$ cat src/hdl/drle_pkg.sv
// ----------------------------------------------------------------------------
// drle_pkg
// Shared types and constants for the downsampling run-length pixel encoder.
// ----------------------------------------------------------------------------
`default_nettype none

package drle_pkg;

    localparam int unsigned DIM_W          = 13;
    localparam int unsigned POS_W          = 12;
    localparam int unsigned PIX_W          = 32;
    localparam int unsigned CNT_W          = 16;
    localparam int unsigned SLOT_W         = 3;
    localparam int unsigned TOTAL_W        = 23;
    localparam int unsigned CFG_IDX_W      = 2;

    localparam logic [DIM_W-1:0]  MAX_DIM        = 13'd4096;
    localparam logic [SLOT_W-1:0] LAST_SLOT      = 3'd7;
    localparam logic [CNT_W-1:0]  RUN_CAP        = 16'hFFFF;

    // Register indexes of the configuration port
    localparam logic [CFG_IDX_W-1:0] CFG_SRC_WIDTH  = 2'd0;
    localparam logic [CFG_IDX_W-1:0] CFG_SRC_HEIGHT = 2'd1;
    localparam logic [CFG_IDX_W-1:0] CFG_LINE_PITCH = 2'd2;

    // Reset values of the registers
    localparam logic [DIM_W-1:0] RST_SRC_WIDTH  = 13'd640;
    localparam logic [DIM_W-1:0] RST_SRC_HEIGHT = 13'd1136;
    localparam logic [DIM_W-1:0] RST_LINE_PITCH = 13'd640;

    // Effective frame geometry, already saturated
    typedef struct packed {
        logic [DIM_W-1:0] width;
        logic [DIM_W-1:0] height;
        logic [DIM_W-1:0] pitch;
    } t_dims;

    // One result beat
    typedef struct packed {
        logic [CNT_W-1:0]   run_count;
        logic [PIX_W-1:0]   run_pixel;
        logic [SLOT_W-1:0]  slot_number;
        logic               line_done;
        logic               is_padding;
        logic               frame_done;
        logic [TOTAL_W-1:0] pair_total;
    } t_result;

    // Saturate a dimension into 1..MAX_DIM
    function automatic logic [DIM_W-1:0] clamp_dim(input logic [DIM_W-1:0] v);
        logic [DIM_W-1:0] r;
        r = v;
        if (v == '0) begin
            r = {{(DIM_W-1){1'b0}}, 1'b1};
        end else if (v > MAX_DIM) begin
            r = MAX_DIM;
        end
        return r;
    endfunction

endpackage

`default_nettype wire

$ cat src/hdl/drle_pix_if.sv
// ----------------------------------------------------------------------------
// drle_pix_if
// Pixel input channel: valid/ready handshake with one 32-bit pixel per beat.
// ----------------------------------------------------------------------------
`default_nettype none

interface drle_pix_if;
    logic        valid;
    logic        ready;
    logic [31:0] pixel_value;

    modport source (output valid, output pixel_value, input ready);
    modport sink   (input valid, input pixel_value, output ready);
endinterface

`default_nettype wire

$ cat src/hdl/drle_res_if.sv
// ----------------------------------------------------------------------------
// drle_res_if
// Result channel: valid/ready handshake carrying one run pair or closing beat.
// ----------------------------------------------------------------------------
`default_nettype none

interface drle_res_if;
    logic        valid;
    logic        ready;
    logic [15:0] run_count;
    logic [31:0] run_pixel;
    logic [2:0]  slot_number;
    logic        line_done;
    logic        is_padding;
    logic        frame_done;
    logic [22:0] pair_total;

    modport source (
        output valid, output run_count, output run_pixel, output slot_number,
        output line_done, output is_padding, output frame_done, output pair_total,
        input  ready
    );
    modport sink (
        input  valid, input run_count, input run_pixel, input slot_number,
        input  line_done, input is_padding, input frame_done, input pair_total,
        output ready
    );
endinterface

`default_nettype wire

$ cat src/hdl/downsample_rle_pixel_encoder.sv
// ----------------------------------------------------------------------------
// downsample_rle_pixel_encoder
// Downsamples a 32-bit raster by two in each direction and run-length encodes
// the kept pixels into (count, pixel) pairs, eight pairs to a line.
// ----------------------------------------------------------------------------
// The encoder takes one source pixel per clock while the result side keeps
// up; a pixel that closes a run hands its pair to the output register in the
// same cycle it is taken, and the pair is presented once any beat ahead of it
// has been taken. At the last pixel of a frame the input is held off while
// the flush sequencer drains the frame: the pair of the open run, if any,
// padding pairs (up to seven) to fill the line, a step to leave padding and
// then the closing beat. Results pass through a two-entry output register, so
// the pixel side keeps moving while a finished beat waits to be taken.
// Register writes take effect on the next pixel and are meant for idle periods.
`default_nettype none

module downsample_rle_pixel_encoder (
    input  wire logic                           i_clk,
    input  wire logic                           i_rst_n,
    input  wire logic                           i_cfg_we,
    input  wire logic [drle_pkg::CFG_IDX_W-1:0] i_cfg_idx,
    input  wire logic [drle_pkg::DIM_W-1:0]     i_cfg_data,
    drle_pix_if.sink                            i_pix,
    drle_res_if.source                          o_res
);
    import drle_pkg::*;

    t_dims   dims;
    logic    core_valid;
    logic    core_ready;
    t_result core_res;
    t_result out_res;

    drle_cfg u_cfg (
        .i_clk      (i_clk),
        .i_rst_n    (i_rst_n),
        .i_cfg_we   (i_cfg_we),
        .i_cfg_idx  (i_cfg_idx),
        .i_cfg_data (i_cfg_data),
        .o_dims     (dims)
    );

    drle_core u_core (
        .i_clk       (i_clk),
        .i_rst_n     (i_rst_n),
        .i_dims      (dims),
        .i_pix       (i_pix),
        .o_res_valid (core_valid),
        .i_res_ready (core_ready),
        .o_res       (core_res)
    );

    drle_out_stage u_out (
        .i_clk   (i_clk),
        .i_rst_n (i_rst_n),
        .i_valid (core_valid),
        .o_ready (core_ready),
        .i_data  (core_res),
        .o_valid (o_res.valid),
        .i_ready (o_res.ready),
        .o_data  (out_res)
    );

    // Spread the result beat onto the channel
    assign o_res.run_count   = out_res.run_count;
    assign o_res.run_pixel   = out_res.run_pixel;
    assign o_res.slot_number = out_res.slot_number;
    assign o_res.line_done   = out_res.line_done;
    assign o_res.is_padding  = out_res.is_padding;
    assign o_res.frame_done  = out_res.frame_done;
    assign o_res.pair_total  = out_res.pair_total;

endmodule

`default_nettype wire

$ cat src/hdl/drle_cfg.sv
// ----------------------------------------------------------------------------
// drle_cfg
// Configuration registers. Dimensions are saturated as they are written, and
// the effective pitch is never below the effective width.
// ----------------------------------------------------------------------------
`default_nettype none

module drle_cfg (
    input  wire logic                          i_clk,
    input  wire logic                          i_rst_n,
    input  wire logic                          i_cfg_we,
    input  wire logic [drle_pkg::CFG_IDX_W-1:0] i_cfg_idx,
    input  wire logic [drle_pkg::DIM_W-1:0]    i_cfg_data,
    output drle_pkg::t_dims                    o_dims
);
    import drle_pkg::*;

    logic [DIM_W-1:0] r_width;
    logic [DIM_W-1:0] r_height;
    logic [DIM_W-1:0] r_pitch;

    // Decode the register write
    always_ff @(posedge i_clk) begin
        if (!i_rst_n) begin
            r_width  <= RST_SRC_WIDTH;
            r_height <= RST_SRC_HEIGHT;
            r_pitch  <= RST_LINE_PITCH;
        end else if (i_cfg_we) begin
            unique case (i_cfg_idx)
                CFG_SRC_WIDTH:  r_width  <= clamp_dim(i_cfg_data);
                CFG_SRC_HEIGHT: r_height <= clamp_dim(i_cfg_data);
                CFG_LINE_PITCH: r_pitch  <= clamp_dim(i_cfg_data);
                default: begin
                end
            endcase
        end
    end

    // Widen a short pitch to the visible width
    always_comb begin
        o_dims.width  = r_width;
        o_dims.height = r_height;
        o_dims.pitch  = (r_pitch < r_width) ? r_width : r_pitch;
    end

endmodule

`default_nettype wire

$ cat src/hdl/drle_core.sv
// ----------------------------------------------------------------------------
// drle_core
// Raster position tracking, run building and frame-end flush sequencer.
// Emits at most one result beat per cycle toward the output stage.
// ----------------------------------------------------------------------------
`default_nettype none

module drle_core (
    input  wire logic       i_clk,
    input  wire logic       i_rst_n,
    input  wire drle_pkg::t_dims i_dims,
    drle_pix_if.sink        i_pix,
    output logic            o_res_valid,
    input  wire logic       i_res_ready,
    output drle_pkg::t_result o_res
);
    import drle_pkg::*;

    typedef enum logic [3:0] {
        ST_RUN   = 4'b0001,
        ST_LAST  = 4'b0010,
        ST_PAD   = 4'b0100,
        ST_CLOSE = 4'b1000
    } t_state;

    t_state               r_state, n_state;
    logic [POS_W-1:0]     r_col, n_col;
    logic [POS_W-1:0]     r_row, n_row;
    logic [PIX_W-1:0]     r_held, n_held;
    logic [CNT_W-1:0]     r_run, n_run;
    logic [SLOT_W-1:0]    r_slot, n_slot;
    logic [TOTAL_W-1:0]   r_pairs, n_pairs;

    logic                 pix_fire;
    logic                 res_fire;
    logic                 kept;
    logic                 extend;
    logic                 col_end;
    logic                 row_end;
    logic                 slot_last;
    logic [DIM_W-1:0]     kept_cols;
    logic [DIM_W-1:0]     kept_rows;
    logic [DIM_W-1:0]     col_inc;
    logic [DIM_W-1:0]     row_inc;

    // Classify the current raster position
    always_comb begin
        kept_cols = {i_dims.width[DIM_W-1:1], 1'b0};
        kept_rows = {i_dims.height[DIM_W-1:1], 1'b0};
        col_inc   = {1'b0, r_col} + 13'd1;
        row_inc   = {1'b0, r_row} + 13'd1;
        col_end   = col_inc >= i_dims.pitch;
        row_end   = row_inc >= i_dims.height;
        kept      = !r_col[0] && ({1'b0, r_col} < kept_cols) &&
                    !r_row[0] && ({1'b0, r_row} < kept_rows);
        extend    = (r_run != '0) && (i_pix.pixel_value == r_held) && (r_run < RUN_CAP);
        slot_last = r_slot == LAST_SLOT;
    end

    assign i_pix.ready = (r_state == ST_RUN) && i_res_ready;
    assign pix_fire    = i_pix.valid && i_pix.ready;
    assign res_fire    = o_res_valid && i_res_ready;

    // Select the result beat for this cycle
    always_comb begin
        o_res_valid       = 1'b0;
        o_res.run_count   = r_run;
        o_res.run_pixel   = r_held;
        o_res.slot_number = r_slot;
        o_res.line_done   = slot_last;
        o_res.is_padding  = 1'b0;
        o_res.frame_done  = 1'b0;
        o_res.pair_total  = '0;
        unique case (r_state)
            ST_RUN:   o_res_valid = pix_fire && kept && !extend && (r_run != '0);
            ST_LAST:  o_res_valid = r_run != '0;
            ST_PAD: begin
                o_res_valid      = r_slot != '0;
                o_res.run_count  = '0;
                o_res.run_pixel  = '0;
                o_res.is_padding = 1'b1;
            end
            ST_CLOSE: begin
                o_res_valid       = 1'b1;
                o_res.run_count   = '0;
                o_res.run_pixel   = '0;
                o_res.slot_number = '0;
                o_res.line_done   = 1'b0;
                o_res.frame_done  = 1'b1;
                o_res.pair_total  = r_pairs;
            end
            default: o_res_valid = 1'b0;
        endcase
    end

    // Advance position, run and flush state
    always_comb begin
        n_state = r_state;
        n_col   = r_col;
        n_row   = r_row;
        n_held  = r_held;
        n_run   = r_run;
        n_slot  = r_slot;
        n_pairs = r_pairs;

        // Place a pair into the next slot
        if (res_fire && !o_res.frame_done) begin
            n_slot = slot_last ? '0 : r_slot + 3'd1;
            if (!o_res.is_padding) begin
                n_pairs = r_pairs + 23'd1;
            end
        end

        unique case (r_state)
            ST_RUN: begin
                if (pix_fire) begin
                    if (kept) begin
                        if (extend) begin
                            n_run = r_run + 16'd1;
                        end else begin
                            n_held = i_pix.pixel_value;
                            n_run  = 16'd1;
                        end
                    end
                    if (col_end) begin
                        n_col = '0;
                        if (row_end) begin
                            n_row   = '0;
                            n_state = ST_LAST;
                        end else begin
                            n_row = row_inc[POS_W-1:0];
                        end
                    end else begin
                        n_col = col_inc[POS_W-1:0];
                    end
                end
            end
            ST_LAST: begin
                if (r_run == '0 || res_fire) begin
                    n_state = ST_PAD;
                end
            end
            ST_PAD: begin
                if (r_slot == '0) begin
                    n_state = ST_CLOSE;
                end
            end
            ST_CLOSE: begin
                if (res_fire) begin
                    n_run   = '0;
                    n_slot  = '0;
                    n_pairs = '0;
                    n_state = ST_RUN;
                end
            end
            default: n_state = ST_RUN;
        endcase
    end

    always_ff @(posedge i_clk) begin
        if (!i_rst_n) begin
            r_state <= ST_RUN;
            r_col   <= '0;
            r_row   <= '0;
            r_run   <= '0;
            r_slot  <= '0;
            r_pairs <= '0;
        end else begin
            r_state <= n_state;
            r_col   <= n_col;
            r_row   <= n_row;
            r_run   <= n_run;
            r_slot  <= n_slot;
            r_pairs <= n_pairs;
        end
    end

    // Held pixel is qualified by a nonzero run length
    always_ff @(posedge i_clk) begin
        r_held <= n_held;
    end

    a_no_pixel_in_flush: assert property (@(posedge i_clk) disable iff (!i_rst_n)
        (r_state != ST_RUN) |-> !i_pix.ready)
        else $error("pixel channel open during frame flush");

    a_close_on_line_edge: assert property (@(posedge i_clk) disable iff (!i_rst_n)
        (r_state == ST_CLOSE) |-> (r_slot == '0))
        else $error("closing beat not on a line boundary");

    a_close_clears_frame: assert property (@(posedge i_clk) disable iff (!i_rst_n)
        (res_fire && o_res.frame_done) |=>
            (r_state == ST_RUN) && (r_run == '0) && (r_pairs == '0))
        else $error("frame state not cleared after closing beat");

    a_pad_only_in_flush: assert property (@(posedge i_clk) disable iff (!i_rst_n)
        (o_res_valid && o_res.is_padding) |-> (r_state == ST_PAD) && (r_run == '0 ||
            r_state == ST_PAD))
        else $error("padding pair outside frame flush");

    a_frame_end_enters_flush: assert property (@(posedge i_clk) disable iff (!i_rst_n)
        (pix_fire && col_end && row_end) |=> (r_state == ST_LAST))
        else $error("frame end did not start the flush");

endmodule

`default_nettype wire

$ cat src/hdl/drle_out_stage.sv
// ----------------------------------------------------------------------------
// drle_out_stage
// Two-entry output register with skid slot; ready toward the core is
// registered so the core never stalls on a combinational path from the sink.
// ----------------------------------------------------------------------------
`default_nettype none

module drle_out_stage (
    input  wire logic         i_clk,
    input  wire logic         i_rst_n,
    input  wire logic         i_valid,
    output logic              o_ready,
    input  wire drle_pkg::t_result i_data,
    output logic              o_valid,
    input  wire logic         i_ready,
    output drle_pkg::t_result o_data
);
    import drle_pkg::*;

    logic    r_main_valid;
    logic    r_skid_valid;
    t_result r_main;
    t_result r_skid;
    logic    in_fire;
    logic    main_free;

    assign o_ready   = !r_skid_valid;
    assign o_valid   = r_main_valid;
    assign o_data    = r_main;
    assign in_fire   = i_valid && o_ready;
    assign main_free = !r_main_valid || i_ready;

    // Track occupancy of both entries
    always_ff @(posedge i_clk) begin
        if (!i_rst_n) begin
            r_main_valid <= 1'b0;
            r_skid_valid <= 1'b0;
        end else if (main_free) begin
            r_main_valid <= r_skid_valid || in_fire;
            r_skid_valid <= 1'b0;
        end else if (in_fire) begin
            r_skid_valid <= 1'b1;
        end
    end

    // Move beats: skid drains first, then fresh input
    always_ff @(posedge i_clk) begin
        if (main_free) begin
            r_main <= r_skid_valid ? r_skid : i_data;
        end else if (in_fire) begin
            r_skid <= i_data;
        end
    end

endmodule

`default_nettype wire

$ cat src/flat_wrapper.sv
// flat-port wrapper written by rule: the top's interface ports become plain ports
module downsample_rle_pixel_encoder_flat import drle_pkg::*;
  (i_clk, i_rst_n, i_cfg_we, i_cfg_idx, i_cfg_data, i_pix_valid, i_pix_pixel_value, i_pix_ready, o_res_valid, o_res_run_count, o_res_run_pixel, o_res_slot_number, o_res_line_done, o_res_is_padding, o_res_frame_done, o_res_pair_total, o_res_ready);
  drle_pix_if i_pix_i ();
  drle_res_if o_res_i ();
  input  wire logic i_clk;
  input  wire logic i_rst_n;
  input  wire logic i_cfg_we;
  input  wire logic [drle_pkg::CFG_IDX_W-1:0] i_cfg_idx;
  input  wire logic [drle_pkg::DIM_W-1:0] i_cfg_data;
  input wire logic [$bits(i_pix_i.valid)-1:0] i_pix_valid;
  input wire logic [$bits(i_pix_i.pixel_value)-1:0] i_pix_pixel_value;
  output wire logic [$bits(i_pix_i.ready)-1:0] i_pix_ready;
  output wire logic [$bits(o_res_i.valid)-1:0] o_res_valid;
  output wire logic [$bits(o_res_i.run_count)-1:0] o_res_run_count;
  output wire logic [$bits(o_res_i.run_pixel)-1:0] o_res_run_pixel;
  output wire logic [$bits(o_res_i.slot_number)-1:0] o_res_slot_number;
  output wire logic [$bits(o_res_i.line_done)-1:0] o_res_line_done;
  output wire logic [$bits(o_res_i.is_padding)-1:0] o_res_is_padding;
  output wire logic [$bits(o_res_i.frame_done)-1:0] o_res_frame_done;
  output wire logic [$bits(o_res_i.pair_total)-1:0] o_res_pair_total;
  input wire logic [$bits(o_res_i.ready)-1:0] o_res_ready;
  assign i_pix_i.valid = i_pix_valid;
  assign i_pix_i.pixel_value = i_pix_pixel_value;
  assign i_pix_ready = i_pix_i.ready;
  assign o_res_valid = o_res_i.valid;
  assign o_res_run_count = o_res_i.run_count;
  assign o_res_run_pixel = o_res_i.run_pixel;
  assign o_res_slot_number = o_res_i.slot_number;
  assign o_res_line_done = o_res_i.line_done;
  assign o_res_is_padding = o_res_i.is_padding;
  assign o_res_frame_done = o_res_i.frame_done;
  assign o_res_pair_total = o_res_i.pair_total;
  assign o_res_i.ready = o_res_ready;
  downsample_rle_pixel_encoder u_core (.i_clk(i_clk), .i_rst_n(i_rst_n), .i_cfg_we(i_cfg_we), .i_cfg_idx(i_cfg_idx), .i_cfg_data(i_cfg_data), .i_pix(i_pix_i), .o_res(o_res_i));
endmodule
$ cat config.mk
export PLATFORM = sky130hd
export DESIGN_NAME = downsample_rle_pixel_encoder_flat
export DESIGN_NICKNAME = d
export VERILOG_FILES = /design/src/hdl/drle_pkg.sv /design/src/hdl/drle_pix_if.sv /design/src/hdl/drle_res_if.sv /design/src/hdl/downsample_rle_pixel_encoder.sv /design/src/hdl/drle_cfg.sv /design/src/hdl/drle_core.sv /design/src/hdl/drle_out_stage.sv /design/src/flat_wrapper.sv
export SDC_FILE = /design/constraint.sdc
export NUM_CORES = 1
export LEC_CHECK = 0
export BUFFER_PORTS_ARGS = -buffer_cell sky130_fd_sc_hd__buf_4
export CAP_MARGIN = 20
export CORE_MARGIN = 2
export CORE_UTILIZATION = 60
export DETAILED_ROUTE_END_ITERATION = 10
export GPL_TIMING_DRIVEN = 0
export PLACE_DENSITY = 0.92
export SLEW_MARGIN = 15
export SYNTH_ARGS = -nofsm -noshare
export SYNTH_HDL_FRONTEND = slang
export SYNTH_HIERARCHICAL = 1
export SYNTH_SLANG_ARGS = --single-unit
$ cat constraint.sdc
create_clock -name i_clk -period 26.5 [get_ports i_clk]
set_clock_uncertainty 0.2 [all_clocks]
set_input_delay 2.65 -clock i_clk [delete_from_list [all_inputs] [get_ports i_clk]]
set_output_delay 2.65 -clock i_clk [all_outputs]
set_load 0.01 [all_outputs]
==> metrics <==
PortBufs=130; share of cells above drive strength 1=0.2094; average size of a mapped cell=11.64 um^2; fmax=0.1702 GHz; setup tns final=0 ns; count of different cell masters after synthesis=72; Fillers=1597; Seq/Total Area, Yosys=0.5296; TritonCTS sink count=297; sw frac=0.2244; DIE AREA=25840 um^2; post-CTS sizing=0; maximum VDD drop=54.40 uV; FF+latch count, synth=297; pin count of the biggest net entering global routing=52; synthesis-to-finish area growth=16.43%; Worst Path Max Fanout=12; worst hold path type=register to register; H-tree depth=1; Total Nets Final=1555; Tcrit/Tclk final=0.2217; die height=160.8 um; mapped cell area=14740 um^2; endpoints failing hold=0; clock period minus worst slack=5.876 ns; Worst Max-Slew Pin Slew=0.9861 ns; Switch Pwr=0.2241 mW; total gr overflow=0; Rel. slew slack=0.3412; Post-synth EDFFs=186; RSZ-0062 raised after global routing=no; Int Power=0.7744 mW; Die Wd=160.8 um; Detailed Routing Iterations Pass 1=5; final max-slew violation count=0; core area=24250 um^2; Static Leak=6.738 nW; ys async rst share=0; crit path launch type=input pin; Placed Cells=1729; DPL Wire Length=24.66 mm; Via density=6.091; total CTS buffers=30; # hold bufs at CTS=0; Max clock buf depth=3; number of global-route vias before repair=10630; most frequent cells in the layout=186 x edfxtp_1, 137 x buf_4, 111 x dfxtp_1; part of the power in the clock network=0.406; outcome=completed; GR Util All Layers=0.2628; Sequential Power Share=0.513; PwrDens=58.17 nW/um^2; commonest non-fill, non-tap cell in the layout=edfxtp_1; Post-Route WL=35.22 mm; drc violations=0; Row Count=57; CTS tree=done; synthesized instance count=1267; Final Instance Count excl. Fillers=1785; Max-cap violations=0; Yosys Warn Count=6; I/O Pins=131; CP endpoint kind=register; Post-CTS Setup Bufs=0; kind of critical path=input pin to register; clock transition at the registers of the reported paths=0.06 ns; CP required=26.55 ns; first-pass GRT wire length=55.00 mm; # diodes=0; final setup fails=0; drt initial violations=1076; initial antenna violation count=0; gpl congestion=0.9203; logic gate share of total power=0.081; WL/cell=19.73 um; CP arrival=5.93 ns; routed vias=10873; main flop type after synthesis=edfxtp_1; Routed Antenna Nets=0; clock insertion delay at the later pin of the skew report=0.55 ns; post-synth net total=1385; Initial Util=0.6080; root buffer selected by CTS=clkbuf_16
-- routing by layer --
layer	GRT usage	vias up	routed length, um
li1	-	5021	-
met1	0.3226	5237	13870
met2	0.4716	502	17730
met3	0.03383	113	2282
met4	0.1047	0	1349
met5	0	-	0
-- path summary, 6_finish.rpt --
check / start / to / depth (start not counted) / slack (ns)
max: i_pix_valid / u_core/u_out/r_skid[47] / 13 / 20.62
min: u_core/u_cfg/r_height[7] / u_core/u_cfg/r_height[7] / 2 / 0.28
max reg2reg: u_core/u_out/r_skid_valid / u_core/u_out/r_skid[47] / 16 / 21.64
min reg2reg: u_core/u_cfg/r_height[7] / u_core/u_cfg/r_height[7] / 2 / 0.28
-- flip-flops by register name, summed over array words and instances (netlist names) --
| register | flops |
|---|---|
| u_core/u_out/o_data | 77 |
| u_core/u_out/r_skid | 77 |
| u_core/u_core/r_held | 32 |
| u_core/u_core/r_pairs | 23 |
| u_core/u_core/r_run | 16 |
| u_core/u_cfg/r_height | 13 |
| u_core/u_cfg/r_pitch | 13 |
| u_core/u_cfg/r_width | 13 |
| u_core/u_core/r_col | 12 |
| u_core/u_core/r_row | 12 |
| u_core/u_core/r_state | 4 |
| u_core/u_core/r_slot | 3 |
| u_core/u_out/o_valid | 1 |
| u_core/u_out/r_skid_valid | 1 |
-- cell families (layout without fill, tap and decap cells) --
logic type,Yosys count,after routing,share of synthesized area
simple gates,436,436,0.1610
flops,297,297,0.5296
compound gates,197,197,0.08470
buf+inv,119,313,0.04074
mux,93,93,0.09293
fa+ha+maj,66,66,0.05601
xor+xnor,59,59,0.03505
-- power by group through the flow --
stage,combinational (mW),sequential [mW],clock (mW)
floorplan,0.0440,0.523,0
global placement,0.0746,0.521,0
detailed placement,0.0786,0.522,0
CTS,0.0800,0.513,0.408
global route,0.0858,0.514,0.424
finish,0.0807,0.513,0.405
-- metrics by stage --
step                power (mW)  hold WS, ns  utilization  area, um^2  setup slack (ns)
floorplan               0.5674       0.2340            -       14740             15.35
global placement        0.5957       0.2448       0.6650       16120             12.58
detailed placement      0.6007       0.2687       0.6691       16230             20.24
CTS                      1.001       0.2782       0.7079       17170             20.76
global route             1.024       0.2958       0.7079       17170             20.52
finish                  0.9985       0.2782       0.7079       17170             20.62
-- synthesized netlist by cell type, drive strengths merged, types with 39 or more instances --
library cell / n / area share
clkbuf: 42 / 0.011
edfxtp: 186 / 0.38
nand2: 109 / 0.028
dfxtp: 111 / 0.15
ha: 66 / 0.056
xnor2: 47 / 0.028
and3: 61 / 0.026
nand3: 53 / 0.018
o21ai: 46 / 0.016
mux2: 90 / 0.091
nor2: 39 / 0.010
inv: 62 / 0.016
a21oi: 58 / 0.020
-- critical path, cell delays in order --
cell	delay [ns]
buf_4	0.09
and3_1	0.14
buf_4	0.18
o2111ai_1	0.25
a211oi_4	0.48
a31oi_1	0.26
buf_2	0.24
inv_1	0.10
nor3b_2	0.63
buf_6	0.25
buf_4	0.23
buf_6	0.18
buf_4	0.22
-- final cells by class --
type                    count  area, um^2  share of cell area
clock buffers              50       865.8             0.05044
flip-flops and latches    297        7807              0.4548
plain buffers              57       367.9             0.02143
clock inverters             6       73.82            0.004301
repair buffers            138        1064             0.06196
inverters                  62       232.7             0.01356
well taps                 324       405.4             0.02362
multi-input cells         851        6349              0.3699
Note: power is estimated with default switching activity, not from simulation.
